[config.mk]
export PLATFORM = sky130hd
export DESIGN_NAME = scrolling_bar_graph_columns
export DESIGN_NICKNAME = d
export VERILOG_FILES = /design/src/sv/sbg_pkg.sv /design/src/sv/scrolling_bar_graph_columns.sv /design/src/sv/sbg_front.sv /design/src/sv/sbg_queue.sv /design/src/sv/sbg_back.sv
export SDC_FILE = /design/constraint.sdc
export NUM_CORES = 1
export LEC_CHECK = 0
export ABC_AREA = 1
export BUFFER_PORTS_ARGS = -buffer_cell sky130_fd_sc_hd__buf_2
export CAP_MARGIN = 20
export CORE_MARGIN = 8
export CORE_UTILIZATION = 36
export DETAILED_ROUTE_END_ITERATION = 10
export GPL_TIMING_DRIVEN = 0
export MAX_ROUTING_LAYER = met4
export PLACE_DENSITY_LB_ADDON = 0.15
export SETUP_SLACK_MARGIN = 0.5
export SLEW_MARGIN = 20
export SYNTH_ARGS = -nofsm -noshare
export SYNTH_HDL_FRONTEND = slang
export SYNTH_SLANG_ARGS = --single-unit
[constraint.sdc]
create_clock -name clk -period 4.2 [get_ports clk]
set_clock_uncertainty 0.1 [all_clocks]
set_input_delay 1.26 -clock clk [delete_from_list [all_inputs] [get_ports clk]]
set_output_delay 1.26 -clock clk [all_outputs]
set_load 0.01 [all_outputs]
[src/sv/sbg_pkg.sv]
// Shared types, constants and pixel helpers for the scrolling bar graph column writer.
// Depends on nothing; imported by the front, queue, back and top level modules.
`default_nettype none

package sbg_pkg;

  localparam logic [15:0] FILL_PATTERN = 16'hFF00;
  localparam logic [7:0]  GRID_MASK_P1 = 8'h04;
  localparam logic [7:0]  GRID_MASK_P3 = 8'h20;
  localparam logic [1:0]  BLANK_MAX    = 2'd3;

  localparam logic [1:0] REG_FIRST_COLUMN = 2'd0;
  localparam logic [1:0] REG_LAST_COLUMN  = 2'd1;
  localparam logic [1:0] REG_HISTORY_LEN  = 2'd2;

  typedef enum logic [1:0] {
    PH_CUR,
    PH_DLY,
    PH_BLK
  } phase_t;

  typedef struct packed {
    logic [7:0] first_column;
    logic [7:0] last_column;
    logic [6:0] history_len;
  } cfg_t;

  typedef struct packed {
    logic [7:0] cur_col;
    logic [5:0] bar_v;
    logic [5:0] avg_v;
    logic [5:0] old_v;
    logic       dly;
    logic [7:0] sec_col;
    logic       blank;
    logic [7:0] blk_col;
    logic [1:0] blk_w;
  } desc_t;

  // Thermometer fill of one page byte for a bar of height v.
  function automatic logic [7:0] fill_byte(input logic [5:0] v, input logic [2:0] page);
    logic [6:0]  lo;
    logic [6:0]  diff;
    logic [15:0] sh;
    logic [7:0]  res;
    lo   = {1'b0, page, 3'b000};
    diff = {1'b0, v} - lo;
    sh   = FILL_PATTERN >> diff[2:0];
    if ({1'b0, v} >= (lo + 7'd8)) begin
      res = 8'hFF;
    end else if ({1'b0, v} < lo) begin
      res = 8'h00;
    end else begin
      res = sh[7:0];
    end
    return res;
  endfunction

  // Dashed grid on pages 1 and 3: set on odd columns, clear on even ones.
  function automatic logic [7:0] grid_byte(input logic [7:0] b, input logic [2:0] page,
                                           input logic odd);
    logic [7:0] res;
    res = b;
    if (page == 3'd1) begin
      res = odd ? (b | GRID_MASK_P1) : (b & ~GRID_MASK_P1);
    end else if (page == 3'd3) begin
      res = odd ? (b | GRID_MASK_P3) : (b & ~GRID_MASK_P3);
    end
    return res;
  endfunction

  // Average marker: black at av-1..av+1, white at av-2 and av+2.
  function automatic logic [7:0] marker_byte(input logic [7:0] b, input logic [2:0] page,
                                             input logic [5:0] av);
    logic [7:0] res;
    logic [7:0] pix;
    logic [7:0] a;
    res = b;
    a   = {2'b00, av};
    for (int j = 0; j < 8; j++) begin
      pix = {2'b00, page, 3'(j)};
      if (pix == a || pix == a + 8'd1 || pix + 8'd1 == a) begin
        res[7-j] = 1'b0;
      end else if (pix == a + 8'd2 || pix + 8'd2 == a) begin
        res[7-j] = 1'b1;
      end
    end
    return res;
  endfunction

endpackage

`default_nettype wire

[src/sv/scrolling_bar_graph_columns.sv]
// Scrolling bar graph column writer: top level with configuration registers.
// Depends on sbg_pkg, sbg_front, sbg_queue and sbg_back.
//
// Usage:
//   Input channel (in_valid/in_ready) takes one word per value: the current
//   bar height and the average marker position. Each word produces display
//   writes on the result channel (out_valid/out_ready): five page writes of
//   the current bar, then, once the shown count exceeds twice history_len, five
//   page writes of the delayed bar with its marker, then five blank-strip writes
//   ahead of the cursor when the strip lies inside the graph area. out_last_write
//   marks the final write of each word.
//   Throughput: one write per cycle while out_ready is high, driven by the
//   back-end write sequencer. The front accepts a new word each cycle while
//   the two-entry descriptor queue has room, so input and output overlap.
//   When the back end is idle, the first write of a word passes the front
//   stage, the queue, the back-end descriptor register and the output register.
//   Reset (rst_n low, synchronous) clears cursor, ring index, shown count,
//   queue and sequencer, and loads the register defaults; the history ring
//   is not cleared and holds stale data until written.
//   When the receiver stalls, the current write holds on the outputs, the
//   sequencer waits, the queue fills, and in_ready drops. Configuration
//   (cfg_we, cfg_index, cfg_data) is to be written by the user only while idle; the block does not enforce it.
`default_nettype none

module scrolling_bar_graph_columns #(
  parameter int HISTORY_DEPTH = 64,
  parameter int BAR_HEIGHT    = 40
) (
  input  wire logic       clk,
  input  wire logic       rst_n,
  input  wire logic       cfg_we,
  input  wire logic [1:0] cfg_index,
  input  wire logic [7:0] cfg_data,
  input  wire logic       in_valid,
  output logic            in_ready,
  input  wire logic [5:0] in_bar_value,
  input  wire logic [5:0] in_avg_value,
  output logic            out_valid,
  input  wire logic       out_ready,
  output logic [2:0]      out_page_row,
  output logic [7:0]      out_column,
  output logic [1:0]      out_span,
  output logic [7:0]      out_pixels,
  output logic            out_last_write
);
  import sbg_pkg::*;

  cfg_t  cfg_r;
  logic  q_push;
  desc_t q_push_desc;
  logic  q_full;
  logic  q_pop;
  desc_t q_pop_desc;
  logic  q_nonempty;

  // Hold configuration; writes to indexes beyond the list are dropped.
  always_ff @(posedge clk) begin
    if (!rst_n) begin
      cfg_r.first_column <= 8'd0;
      cfg_r.last_column  <= 8'd127;
      cfg_r.history_len  <= 7'd32;
    end else if (cfg_we) begin
      unique case (cfg_index)
        REG_FIRST_COLUMN: cfg_r.first_column <= cfg_data;
        REG_LAST_COLUMN:  cfg_r.last_column  <= cfg_data;
        REG_HISTORY_LEN:  cfg_r.history_len  <= cfg_data[6:0];
        default: begin
        end
      endcase
    end
  end

  // Classify each value and keep the scrolling state.
  sbg_front #(
    .HISTORY_DEPTH(HISTORY_DEPTH)
  ) u_front (
    .clk         (clk),
    .rst_n       (rst_n),
    .cfg         (cfg_r),
    .in_valid    (in_valid),
    .in_ready    (in_ready),
    .in_bar_value(in_bar_value),
    .in_avg_value(in_avg_value),
    .q_push      (q_push),
    .q_desc      (q_push_desc),
    .q_full      (q_full)
  );

  // Decouple front and back so each can stall on its own.
  sbg_queue u_queue (
    .clk      (clk),
    .rst_n    (rst_n),
    .push     (q_push),
    .push_desc(q_push_desc),
    .full     (q_full),
    .pop      (q_pop),
    .pop_desc (q_pop_desc),
    .nonempty (q_nonempty)
  );

  // Emit the page writes, one per cycle while the receiver is ready.
  sbg_back #(
    .BAR_HEIGHT(BAR_HEIGHT)
  ) u_back (
    .clk           (clk),
    .rst_n         (rst_n),
    .q_nonempty    (q_nonempty),
    .q_desc        (q_pop_desc),
    .q_pop         (q_pop),
    .out_valid     (out_valid),
    .out_ready     (out_ready),
    .out_page_row  (out_page_row),
    .out_column    (out_column),
    .out_span      (out_span),
    .out_pixels    (out_pixels),
    .out_last_write(out_last_write)
  );

endmodule

`default_nettype wire

[src/sv/sbg_front.sv]
// Front end: accepts values, tracks cursor, history ring and count, builds write descriptors.
// Depends on sbg_pkg; feeds sbg_queue.
`default_nettype none

module sbg_front #(
  parameter int HISTORY_DEPTH = 64
) (
  input  wire logic          clk,
  input  wire logic          rst_n,
  input  wire sbg_pkg::cfg_t cfg,
  input  wire logic          in_valid,
  output logic               in_ready,
  input  wire logic [5:0]    in_bar_value,
  input  wire logic [5:0]    in_avg_value,
  output logic               q_push,
  output sbg_pkg::desc_t     q_desc,
  input  wire logic          q_full
);
  import sbg_pkg::*;

  localparam int RING_AW = (HISTORY_DEPTH > 1) ? $clog2(HISTORY_DEPTH) : 1;

  logic [5:0]         ring [HISTORY_DEPTH];
  logic [5:0]         old_r;
  logic [7:0]         col_r, col_nxt;
  logic [RING_AW-1:0] idx_r, idx_nxt;
  logic [7:0]         cnt_r, cnt_nxt;
  logic               stage_v_r, stage_v_nxt;
  desc_t              stage_r, stage_nxt;
  logic               accept;
  logic [7:0]         hl2;
  logic [RING_AW:0]   idx_inc;
  logic [9:0]         diff_s;
  logic [9:0]         hl_s;
  logic [7:0]         blk_start;
  logic [7:0]         blk_span;

  assign in_ready = !stage_v_r || !q_full;
  assign accept   = in_valid && in_ready;
  assign q_push   = stage_v_r && !q_full;
  assign hl2      = {cfg.history_len, 1'b0};

  always_comb begin
    q_desc       = stage_r;
    q_desc.old_v = old_r;
  end

  // Classify the incoming value against the current cursor and count.
  always_comb begin
    diff_s    = {2'b00, col_r} - {2'b00, cfg.first_column};
    hl_s      = {3'b000, cfg.history_len};
    blk_start = col_r + 8'd1;
    blk_span  = cfg.last_column - blk_start;

    stage_nxt         = stage_r;
    stage_nxt.cur_col = col_r;
    stage_nxt.bar_v   = in_bar_value;
    stage_nxt.avg_v   = in_avg_value;
    stage_nxt.old_v   = '0;
    stage_nxt.dly     = cnt_r > hl2;
    if ($signed(hl_s) <= $signed(diff_s)) begin
      stage_nxt.sec_col = col_r - {1'b0, cfg.history_len};
    end else begin
      stage_nxt.sec_col = cfg.last_column - {1'b0, cfg.history_len} + col_r
                          - cfg.first_column;
    end
    stage_nxt.blank   = blk_start <= cfg.last_column;
    stage_nxt.blk_col = blk_start;
    stage_nxt.blk_w   = (blk_span >= 8'd2) ? BLANK_MAX : (blk_span[1:0] + 2'd1);

    stage_v_nxt = accept ? 1'b1 : (q_push ? 1'b0 : stage_v_r);

    // Advance cursor, ring index (unless history_len is 0) and saturating count on accept.
    col_nxt = col_r;
    idx_nxt = idx_r;
    cnt_nxt = cnt_r;
    idx_inc = {1'b0, idx_r} + {{RING_AW{1'b0}}, 1'b1};
    if (accept) begin
      col_nxt = (blk_start > cfg.last_column) ? cfg.first_column : blk_start;
      if (cfg.history_len != 7'd0) begin
        if (int'(idx_inc) >= HISTORY_DEPTH || int'(idx_inc) == int'(cfg.history_len)) begin
          idx_nxt = '0;
        end else begin
          idx_nxt = idx_inc[RING_AW-1:0];
        end
      end
      if (cnt_r <= hl2) begin
        cnt_nxt = cnt_r + 8'd1;
      end
    end
  end

  always_ff @(posedge clk) begin
    if (!rst_n) begin
      col_r     <= '0;
      idx_r     <= '0;
      cnt_r     <= '0;
      stage_v_r <= 1'b0;
    end else begin
      col_r     <= col_nxt;
      idx_r     <= idx_nxt;
      cnt_r     <= cnt_nxt;
      stage_v_r <= stage_v_nxt;
    end
  end

  always_ff @(posedge clk) begin
    if (accept) begin
      stage_r <= stage_nxt;
    end
  end

  // Read the old entry before overwriting it with the new value.
  always_ff @(posedge clk) begin
    if (accept) begin
      old_r <= ring[idx_r];
      if (cfg.history_len != 7'd0) begin
        ring[idx_r] <= in_bar_value;
      end
    end
  end

endmodule

`default_nettype wire

[src/sv/sbg_queue.sv]
// Two-entry descriptor queue between front and back ends.
// Depends on sbg_pkg for the descriptor type.
`default_nettype none

module sbg_queue (
  input  wire logic           clk,
  input  wire logic           rst_n,
  input  wire logic           push,
  input  wire sbg_pkg::desc_t push_desc,
  output logic                full,
  input  wire logic           pop,
  output sbg_pkg::desc_t      pop_desc,
  output logic                nonempty
);
  import sbg_pkg::*;

  desc_t      entries_r [2];
  logic       wr_ptr_r;
  logic       rd_ptr_r;
  logic [1:0] count_r;

  assign full     = count_r == 2'd2;
  assign nonempty = count_r != 2'd0;
  assign pop_desc = entries_r[rd_ptr_r];

  always_ff @(posedge clk) begin
    if (!rst_n) begin
      wr_ptr_r <= 1'b0;
      rd_ptr_r <= 1'b0;
      count_r  <= 2'd0;
    end else begin
      if (push) begin
        wr_ptr_r <= !wr_ptr_r;
      end
      if (pop) begin
        rd_ptr_r <= !rd_ptr_r;
      end
      count_r <= count_r + {1'b0, push} - {1'b0, pop};
    end
  end

  always_ff @(posedge clk) begin
    if (push) begin
      entries_r[wr_ptr_r] <= push_desc;
    end
  end

`ifndef SYNTHESIS
  a_no_overflow: assert property (@(posedge clk) disable iff (!rst_n) push |-> !full || pop)
    else $error("queue push while full");
  a_no_underflow: assert property (@(posedge clk) disable iff (!rst_n) pop |-> nonempty)
    else $error("queue pop while empty");
  a_count_range: assert property (@(posedge clk) disable iff (!rst_n) count_r != 2'd3)
    else $error("queue count out of range");
`endif

endmodule

`default_nettype wire

[src/sv/sbg_back.sv]
// Back end: walks each descriptor through its current, delayed and blank writes.
// Depends on sbg_pkg; drains sbg_queue and drives the result channel register.
`default_nettype none

module sbg_back #(
  parameter int BAR_HEIGHT = 40
) (
  input  wire logic           clk,
  input  wire logic           rst_n,
  input  wire logic           q_nonempty,
  input  wire sbg_pkg::desc_t q_desc,
  output logic                q_pop,
  output logic                out_valid,
  input  wire logic           out_ready,
  output logic [2:0]          out_page_row,
  output logic [7:0]          out_column,
  output logic [1:0]          out_span,
  output logic [7:0]          out_pixels,
  output logic                out_last_write
);
  import sbg_pkg::*;

  localparam int         PAGES    = BAR_HEIGHT / 8;
  localparam logic [2:0] ROW_LAST = 3'(PAGES - 1);

  desc_t      desc_r;
  phase_t     phase_r, phase_nxt;
  logic [2:0] row_r, row_nxt;
  logic       busy_r, busy_nxt;
  logic       emit;
  logic       last;
  logic [2:0] page;
  logic [7:0] pix;
  logic [7:0] col;
  logic [1:0] width;
  logic       out_valid_r;

  assign out_valid = out_valid_r;
  assign emit      = busy_r && (!out_valid_r || out_ready);
  assign page      = ROW_LAST - row_r;
  assign q_pop     = q_nonempty && (!busy_r || (emit && last));

  always_comb begin
    pix   = 8'h00;
    col   = desc_r.blk_col;
    width = 2'd1;
    last  = 1'b0;
    unique case (phase_r)
      PH_CUR: begin
        pix  = grid_byte(fill_byte(desc_r.bar_v, page), page, desc_r.cur_col[0]);
        col  = desc_r.cur_col;
        last = (row_r == ROW_LAST) && !desc_r.dly;
      end
      PH_DLY: begin
        pix  = grid_byte(marker_byte(fill_byte(desc_r.old_v, page), page, desc_r.avg_v),
                         page, desc_r.sec_col[0]);
        col  = desc_r.sec_col;
        last = (row_r == ROW_LAST) && !desc_r.blank;
      end
      PH_BLK: begin
        width = desc_r.blk_w;
        last  = row_r == ROW_LAST;
      end
      default: begin
        last = 1'b1;
      end
    endcase
  end

  // Step row by row; move to the next phase at the last page, or go idle after the final write.
  always_comb begin
    phase_nxt = phase_r;
    row_nxt   = row_r;
    busy_nxt  = busy_r;
    if (q_pop) begin
      phase_nxt = PH_CUR;
      row_nxt   = 3'd0;
      busy_nxt  = 1'b1;
    end else if (emit) begin
      if (last) begin
        busy_nxt = 1'b0;
      end else if (row_r == ROW_LAST) begin
        row_nxt   = 3'd0;
        phase_nxt = (phase_r == PH_CUR) ? PH_DLY : PH_BLK;
      end else begin
        row_nxt = row_r + 3'd1;
      end
    end
  end

  always_ff @(posedge clk) begin
    if (!rst_n) begin
      phase_r     <= PH_CUR;
      row_r       <= 3'd0;
      busy_r      <= 1'b0;
      out_valid_r <= 1'b0;
    end else begin
      phase_r <= phase_nxt;
      row_r   <= row_nxt;
      busy_r  <= busy_nxt;
      if (emit) begin
        out_valid_r <= 1'b1;
      end else if (out_ready) begin
        out_valid_r <= 1'b0;
      end
    end
  end

  always_ff @(posedge clk) begin
    if (q_pop) begin
      desc_r <= q_desc;
    end
    if (emit) begin
      out_page_row   <= row_r;
      out_column     <= col;
      out_span       <= width;
      out_pixels     <= pix;
      out_last_write <= last;
    end
  end

`ifndef SYNTHESIS
  a_dly_phase: assert property (@(posedge clk) disable iff (!rst_n)
      busy_r && phase_r == PH_DLY |-> desc_r.dly)
    else $error("delayed write without delayed bar");
  a_blk_phase: assert property (@(posedge clk) disable iff (!rst_n)
      busy_r && phase_r == PH_BLK |-> desc_r.blank && desc_r.dly)
    else $error("blank write without blank strip");
  a_last_row: assert property (@(posedge clk) disable iff (!rst_n)
      out_valid_r && out_last_write |-> out_page_row == ROW_LAST)
    else $error("last write not on final page row");
  a_busy_pop: assert property (@(posedge clk) disable iff (!rst_n)
      busy_r && emit && !last |-> !q_pop)
    else $error("descriptor reloaded mid sequence");
`endif

endmodule

`default_nettype wire
; After elaboration in Yosys (flattened, before gate mapping)
; Memory sizes are Yosys's and may differ from the RTL's. A register that Yosys moved wholly into a read port is not among the register bits.
; Cells that the tools add are included.
[word_totals]
reg_bits = 119
ramBits = 476
inputBits = 27
out_inout_bits = 24
wordCells = 236
memories = 2
[op_classes]
add_sub_neg = 35
order_cmp = 11
eq_ne = 49
shift = 2
mux = 48
bitwise_logic = 2
reduce_logical = 60
[memory_table]
columns = name, depth, word_bits, read_ports, rd_ports_with_merged_regs, wr, line_no
row1 = u_front.ring, 64, 6, 1, 1, 1, sbg_front.sv:23  ; logic [5:0] ring [HISTORY_DEPTH];
row2 = u_queue.entries_r, 2, 46, 1, 1, 1, sbg_queue.sv:17  ; desc_t entries_r [2];
[op_table]
columns = operator, count
row1 = $eq 8x6->1, 16
row2 = $eq 6x7->1, 16
row3 = $add 6x1->7 const B, 10
row4 = $add 6x2->7 const B, 9
row5 = $eq 6x6->1, 8
row6 = $mux 8, 6
row7 = $mux 6, 7
row8 = $pmux 8 s2, 2
row9 = $shr 16x3->8 const A, 2
row10 = $logic_or 1x1->1, 28
row11 = $mux 1, 28
row12 = $add 8x1->8 const B, 2
row13 = $gt 8x8->1, 2
row14 = $le 8x8->1, 2
row15 = $sub 8x7->8, 2
row16 = $sub 8x8->8, 2
row17 = $ge 6x7->1, 2
row18 = $reduce_and 2->1, 7
row19 = $lt 6x6->1, 2
row20 = $le 8x10->1, 1
row21 = $reduce_bool 2->1, 5
row22 = $mux 3, 3
row23 = $sub 8x8->9, 1
row24 = $add 8x8->8, 1
row25 = 24 further kinds, 43

; Longest topological paths before layout
; Gate-level depths: netlist of the first run.
[depth]
ltp_word = 10
mapped_depth = 16
depth_no_buf = 16

; Modules after synthesis
; A second synthesis of the first run with hierarchy kept.
[hier_totals]
hier_cells = 2351
hier_area_um2 = 28145.7
[modules_own_cells]
columns = module, n_inst, cells_per_inst, area_per_inst_um2, seq_area_each_um2
row1 = sbg_front, 1, 1608, 19468.7, 13372.8
row2 = sbg_back, 1, 431, 3925.0, 2182.1
row3 = sbg_queue, 1, 177, 3751.1, 2862.7
row4 = scrolling_bar_graph_columns, 1, 135, 1001.0, 460.4

; Worst setup path before layout of the first run
; OpenSTA, ideal clock, no wires.
[synth_timing]
path_type = input to register
start = in out_ready
end = reg u_queue.count_r[1]
setup_ns = 0.070
arrival_time_ns = 3.522
required_ns = 4.030
slack_ns = 0.508
stages = 12
n_path_buf = 0
cell_sequence = inv_1 -> nand2_1 -> inv_1 -> o21ai_1 -> nand2_1 -> inv_1 -> ha_1 -> inv_1 -> ha_1 -> xor2_1 -> o21ai_0 -> a21oi_1
[synth_via]
elab_chain_len = 6
[synth_rtl]
columns = item, line_no
row1 = start: declaration, scrolling_bar_graph_columns.sv:39  ; input wire logic out_ready,
row2 = $logic_or 1x1->1, sbg_back.sv:39  ; assign emit = busy_r && (!out_valid_r || out_ready);
row3 = $logic_and 1x1->1, sbg_back.sv:39
row4 = $logic_and 1x1->1, sbg_back.sv:41  ; assign q_pop = q_nonempty && (!busy_r || (emit && last));
row5 = $logic_or 1x1->1, sbg_back.sv:41
row6 = $logic_and 1x1->1, sbg_back.sv:41
row7 = net q_pop, scrolling_bar_graph_columns.sv:52  ; logic q_pop;
row8 = $sub 2x1->2, sbg_queue.sv:38  ; count_r <= count_r + {1'b0, push} - {1'b0, pop};
row9 = end signal: assignment, sbg_queue.sv:38
row10 = end: declaration, sbg_queue.sv:20  ; logic [1:0] count_r;
; The timed path passes the listed nets, and every way through them passes these cells.
; A chain may end at the register's enable or synchronous reset.

==> impl_results.md, run 1 <==
- Status: finished clean
- Post-DP HPWL: a little over 50000 µm
- Max-slew headroom: 0.282
- Full die area: 0.0867 mm²
- Proportion of layout cells with a drive suffix above 1: 0.0954
- Synth Area in XOR/XNOR: 0.0107
- DRT iter0 DRCs: 1779
- Clk_lat worst skew: approximately 630 ps
- Hold Path Class: register to register
- Power Dens Cells: between 500 and 600 mW/mm²
- Most frequent cell after synthesis: nand2_1
- TritonCTS Buffers: between 70 and 80
- Post-synth top area share: 0.635
- Synthesis Warnings: 0
- First-pass GRT wire length: between 100000 and 150000 µm
- Synth Area in Adders: 0.0436
- Vias per cell: between 5 and 6
- TritonRoute pass-1 iters: 6
- Critical Path Fanout Max: 9
- VDD IR max: roughly 0.00038 V
- Area of the core: about 0.077 mm²
- Synthesized Nets: ~2600
- Crit start category: register
- DR WL/cell: approximately 21 µm
- Post-synthesis sequential area ratio: 0.676
- CTS tree: built
- Site Rows: between 100 and 150
- Fmax: between 200 and 300 MHz
- Critical-path cell list: clkinvlp_4 -> ha_1 -> fa_1 -> o21ai_2 -> a21oi_1 -> o21ai_1 -> xor2_1 -> ha_1 -> nand3_1 -> nor2_1 -> a21oi_1 -> nand3_4 -> nand3_1 -> nand2_1
- Synth Area in Compound Gates: 0.0571
- Mapped Cells: 2480
- PnR Total Power: 0.0180 W
- Syn Area/Cell: 11.3 µm²
- WS Path Type: register to register
- Number of remaining DRC errors: 0
- P&R area growth vs syn: 14.7%
- Reg clk slew, reported paths: roughly 50 ps
- Final wirelength: between 70000 and 80000 µm
- WP data arrival: 3740 ps
- Number of I/O port buffers: 50
- Top post-synthesis cells by count: nand2_1, edfxtp_1, inv_1
- Dominant cell type by area after synthesis: edfxtp_1
- Nets@finish: 2730
- Routed vias: about 19000
- Area contributors post-synth: edfxtp_1, nand2_1, dfxtp_1
- Most common flop cell mapped by yosys: edfxtp_1
- Ys async rst share: 0
- Leakage: roughly 12 nW
- Largest net degree at the start of global routing: 66
- RSZ-0062 raised after global routing: true
- Combinational family with the most area after synthesis: simple AND/OR/NAND/NOR gates
- Fin crit period: between 3000 and 4000 ps
- Post-synth EDFFs: just under 600
- Root buffer cell: clkbuf_16
- H-tree depth: 3
- Clock sink count: 647
- # Max-Cap Violations: 0
- WHS: between 300 and 400 ps
- Slowest stage cell, crit path: dfxtp_1
- CP required: 4450 ps
- Setup TNS: 0 ps
- CP peak stage delay: ~440 ps
- Vias in the first global route: 17900
- Syn Std Cell Area: about 0.028 mm²
- Synth cell types: 51
- Final ANT Viol Nets: 0
- Fraction of synthesized area in multiplexers: 0
- Die height: slightly below 300 µm
- Initial antenna violation count: 0
- Final slew viol count: 0
- Final Hold Viols: 0
- Total gr overflow: 0
- Setup violations, final: 0
- Crit share post-route: 0.831
- Worst setup EP type: register
- # IOs: 51
- Final core utilization: 0.416
- Starting Density: 0.362
- FF+latch count, synth: between 600 and 700
- Post-synthesis simple-gate area fraction: 0.172
- Die width: 294 µm
- Gp weighted congestion: ~0.87
- Longest Clk Path Bufs: 3
- Worst-margin pin slew: about 1100 ps
- All-Layer GR Usage: 0.182
logic make-up after synthesis:
group                      after synthesis
AOI/OAI and AO/OA                      266
xor gates and xnor gates                34
adders and majority gates               87
buffers and inverters                  284
DFF                                    647
and+or+nand+nor                       1162
flip-flops by register name, indices dropped and copies added, names as in the netlist, 8 cells and up:
| name | flops |
|---|---|
| u_front.q_desc | 40 |
| u_back.out_column | 8 |
| u_front.col_r | 8 |
| u_front.ring | 384 |
| u_back.out_pixels | 8 |
| u_queue.entries_r | 92 |
| u_front.cnt_r | 8 |
| cfg_r | 23 |
| u_back.desc_r | 46 |
critical path: cells and delay by family, from the launching register on:
| family | cells | cell delay (ps) |
|---|---|---|
| adders and majority gates | 3 | 960 |
| DFF | 1 | 440 |
| buffers and inverters | 1 | 290 |
| AOI/OAI and AO/OA | 4 | 700 |
| and+or+nand+nor | 5 | 560 |
| xor gates and xnor gates | 1 | 180 |
repair_timing:
| item | CTS | global route |
|---|---|---|
| hold buffers | 0 | 0 |
| setup buffers | 0 | 5 |
| resized for setup | 3 | 14 |
| endpoints found under the setup margin | 13 | 24 |
per-layer routing:
layer / track usage / vias up / wire length (µm)
met1: 0.246 / 8976 / 34600
met3: 0.0261 / 141 / 4870
met4: 0.0506 / 0 / 2040
met2: 0.285 / 637 / 36000
met5: - / - / 0
li1: - / 8834 / -
stage by stage:
stage          setup slack (ps)  instance area (µm²)  instances
6_report                    711                32000       3715
4_1_cts                     515                32000       3709
3_5_place_dp                329                29600       3576
5_1_grt                     426                32000       3714
2_1_floorplan               508                27900       2480
3_3_place_gp               -247                29500       3570
power breakdown:
| part | total (W) | leakage (nW) | internal, W | switching (W) |
|---|---|---|---|---|
| logic | 0.00375 | 5.32 | 0.00121 | 0.00254 |
| clock network | 0.00620 | 1.14 | 0.00363 | 0.00257 |
| registers | 0.00810 | 5.84 | 0.00784 | 0.000261 |
| total | 0.0180 | 12.3 | 0.0127 | 0.00537 |
cell type report:
type                       instances  area, µm²
fill                            7367      45100
inverter                         213        810
sequential                       647      18900
multi-input combinational       1549       7950
timing repair buffer              61        430
tap                             1040       1300
clock buffer                      90       1910
clock inverter                    43        402
buffer                            71        367
antenna                            1       2.50
layout by cell type, fill, tap and decap left out, drive strengths merged, types with 6 or more instances in the layout:
| master | n |
|---|---|
| nand3 | 104 |
| xor2 | 22 |
| o21ai | 75 |
| nand2 | 780 |
| ha | 70 |
| dfxtp | 57 |
| fa | 17 |
| buf | 112 |
| bufinv | 6 |
| inv | 214 |
| a21oi | 100 |
| nand4 | 65 |
| o2bb2ai | 10 |
| o21bai | 10 |
| a22oi | 45 |
| nor2 | 175 |
| nand3b | 7 |
| clkbuf | 110 |
| nor3 | 23 |
| clkinv | 32 |
| edfxtp | 590 |
| xnor2 | 12 |
path summary, 6_finish.rpt:
check	from	endpoint	slack (ps)	cells after the start
max reg2reg	u_front.col_r[0]$_SDFFE_PN0P_	u_front.q_desc[15]$_DFFE_PP_	710	14
min	u_front.q_desc[41]$_DFFE_PP_	u_queue.entries_r[0][41]$_DFFE_PP_	330	0
min reg2reg	u_front.q_desc[41]$_DFFE_PP_	u_queue.entries_r[0][41]$_DFFE_PP_	330	0
max	u_front.col_r[0]$_SDFFE_PN0P_	u_front.q_desc[15]$_DFFE_PP_	710	14
Note: power is estimated with default switching activity, not from simulation.
==> inputs of run 2 (changes only) <==
- clock period: 4.2 -> 2.9 ns (I/O delays scaled with it)
==> run 2 against run 1 <==
Compared with the run above:
- the flow now finishes with violations (negative setup slack)
- worst setup slack worse by 830 ps
- final cell count up 2.2%
- core utilization up 3.4 points
- fmax up 15%
- combinational power up 95%
==> impl_results.md, run 2 (synthesis gave the netlist of run 1 again) <==
- CTS tree: built (unchanged)
- Total gr overflow: 0 (unchanged)
- Critical hold path startpoint: u_front.q_desc[9]$_DFFE_PP_ (was u_front.q_desc[41]$_DFFE_PP_)
- Flop pwr share: 0.419 (was 0.449)
- Proportion of layout cells with a drive suffix above 1: 0.223 (was 0.0954)
- DRT iter0 DRCs: 1342 (was 1779)
- Routed vias: 18900 (was 18600)
- RR Startpoint: cfg_r[0]$_SDFFE_PN0P_ (was u_front.col_r[0]$_SDFFE_PN0P_)
- Clock share of power: 0.321 (was 0.343)
- Status: complete, but fails checks (was finished clean)
- Post-DP HPWL: 52300 µm (was 51900 µm)
- Setup slack after layout: -122 ps (was 711 ps)
- All-Layer GR Usage: 0.187 (was 0.182)
- Worst setup EP type: register (unchanged)
- Power Dens Cells: 811 mW/mm² (was 563 mW/mm²)
- Leakage: 12.9 nW (was 12.3 nW)
- DR WL/cell: 21.2 µm (was 20.9 µm)
- Number of remaining DRC errors: 0 (unchanged)
- Combinational Power Share: 0.260 (was 0.208)
- Die height: 294 µm (unchanged)
- Reg clk slew, reported paths: 60 ps (was 50 ps)
- Most common cell after layout, fill and taps aside: nand2_1 (unchanged)
- Max FFs per register: 384 (unchanged)
- First-pass GRT wire length: 119000 µm (was 115000 µm)
- Final ANT Viol Nets: 0 (unchanged)
- Vias per cell: 4.98 (was 5.00)
- Final core utilization: 0.449 (was 0.416)
- Die width: 294 µm (unchanged)
- VDD IR max: 0.000537 V (was 0.000378 V)
- Root buffer cell: clkbuf_16 (unchanged)
- Full die area: 0.0867 mm² (unchanged)
- Longest Clk Path Bufs: 3 (unchanged)
- Most frequent cells in the layout: nand2_1, edfxtp_1, inv_1, nand3_1, a21oi_1 (was nand2_1, edfxtp_1, inv_1, nor2_1, a21oi_1)
- Largest net degree at the start of global routing: 66 (unchanged)
- Final wirelength: 80300 µm (was 77500 µm)
- P_sw: 0.00863 W (was 0.00537 W)
- Int Pwr: 0.0194 W (was 0.0127 W)
- Most flops, register: u_front.ring (unchanged)
- Filler cell count: 7171 (was 7367)
- H-tree depth: 3 (unchanged)
- Area of the core: 0.0771 mm² (unchanged)
- Vias in the first global route: 18600 (was 17900)
- Crit share post-route: 1.04 (was 0.831)
- TritonRoute pass-1 iters: 5 (was 6)
- # Max-Cap Violations: 0 (unchanged)
- Final Hold Viols: 0 (unchanged)
- Failing checks: negative setup slack
- Critical Path Start: cfg_r[0]$_SDFFE_PN0P_ (was u_front.col_r[0]$_SDFFE_PN0P_)
- Setup violations, final: 8 (was 0)
- Nets@finish: 2811 (was 2730)
- RSZ-0062 raised after global routing: true (unchanged)
- WHS: 338 ps (was 329 ps)
- # IOs: 51 (unchanged)
- Site Rows: 102 (unchanged)
- Starting Density: 0.362 (unchanged)
- Number of I/O port buffers: 50 (unchanged)
- Final slew viol count: 0 (unchanged)
- DP Cell Count: 3573 (was 3576)
- Worst-margin pin slew: 923 ps (was 1070 ps)
- Sw frac: 0.307 (was 0.298)
- Clock sink count: 647 (unchanged)
- WP data arrival: 3270 ps (was 3740 ps)
- Largest registers: u_front.ring: 384 flops, u_queue.entries_r: 92 flops, u_back.desc_r: 46 flops (unchanged)
- CP required: 3150 ps (was 4450 ps)
- Gp weighted congestion: 0.875 (was 0.865)
- Crit start category: register (unchanged)
- Initial antenna violation count: 1 (was 0)
- Finished Layout Cells: 3795 (was 3715)
- WS Path Type: register to register (unchanged)
- Critical Path Fanout Max: 2 (was 9)
- Fmax: 331 MHz (was 287 MHz)
- Hold Path Class: register to register (unchanged)
- Fin crit period: 3020 ps (was 3490 ps)
- P&R area growth vs syn: 24.1% (was 14.7%)
- Clk_lat worst skew: 620 ps (was 630 ps)
- Max-slew headroom: 0.385 (was 0.282)
- TritonCTS Buffers: 72 (was 73)
[run 2: cell count changes in the layout (fill, tap and decap cells not counted), moves of 21 or more]
cell	previous run	this run
inv_1	201	171
ha_1	69	43
ha_4	0	24
nand2_2	1	38
nand2_1	778	728
o21ai_0	65	44
buf_2	82	59
nor2_1	169	79
nor2_4	2	76
buf_4	17	76
buf_6	3	31
[run 2: what timing repair did]
item | in CTS | in global routing
pin swaps | 64 | 68
hold buffers | 0 | 0
setup buffers | 54 | 32
endpoints found under the setup margin | 474 | 292
cloned | 4 | 0
resized for setup | 341 | 147
[run 2: worst paths after layout]
| check | end | slack, ps | depth (start not counted) |
|---|---|---|---|
| max | u_front.q_desc[17]$_DFFE_PP_ | -120 | 16 |
| min | u_queue.entries_r[0][9]$_DFFE_PP_ | 340 | 0 |
| max reg2reg | u_front.q_desc[17]$_DFFE_PP_ | -120 | 16 |
| min reg2reg | u_queue.entries_r[0][9]$_DFFE_PP_ | 340 | 0 |
[run 2: power groups by stage]
stage / clock, W / combinational (W) / sequential (W)
floorplan: 0 / 0.00378 / 0.0119
global placement: 0 / 0.00549 / 0.0119
detailed placement: 0 / 0.00559 / 0.0120
CTS: 0.00920 / 0.00658 / 0.0118
global route: 0.00955 / 0.00811 / 0.0118
finish: 0.00902 / 0.00730 / 0.0118
[run 2: cell type report]
class,count,area [µm²],share of cell area
repair inverters,2,15.0,0.000433
well taps,1040,1300,0.0376
inverters,213,877,0.0253
diodes,1,2.50,0.0000722
multi-input cells,1550,9560,0.276
clock buffers,96,1940,0.0561
clock inverters,35,378,0.0109
plain buffers,71,508,0.0147
flip-flops and latches,647,18900,0.546
repair buffers,140,1140,0.0329
[run 2: worst max-delay path, stage by stage, from the launching register on]
cell and delay, ps:
dfxtp_4 370, inv_6 40, fa_1 520, inv_1 50, fa_1 450, inv_2 80
ha_4 130, inv_2 40, fa_2 340, inv_2 60, nand3_2 60, nand2_2 80
a21oi_2 50, o21bai_1 150, xor2_1 100, nand2_1 70, nand2_1 70
[run 2: per-layer routing]
metal	up-vias	wire length [µm]	track usage
li1	9032	-	-
met1	9313	35600	0.243
met2	450	38700	0.308
met3	118	4100	0.0322
met4	0	1930	0.0424
met5	-	0	-
[run 2: per-stage QoR]
step                      total power (W)  setup TNS (ps)  instance area, µm²  worst slack, ps
after global placement             0.0174         -191120               29700             -777
after floorplan                    0.0157            -253               28200             -217
after global routing               0.0295           -1580               34600             -268
after detailed placement           0.0175         -183590               29800             -847
final                              0.0281            -674               34600             -122
after CTS                          0.0275            -561               33800             -170
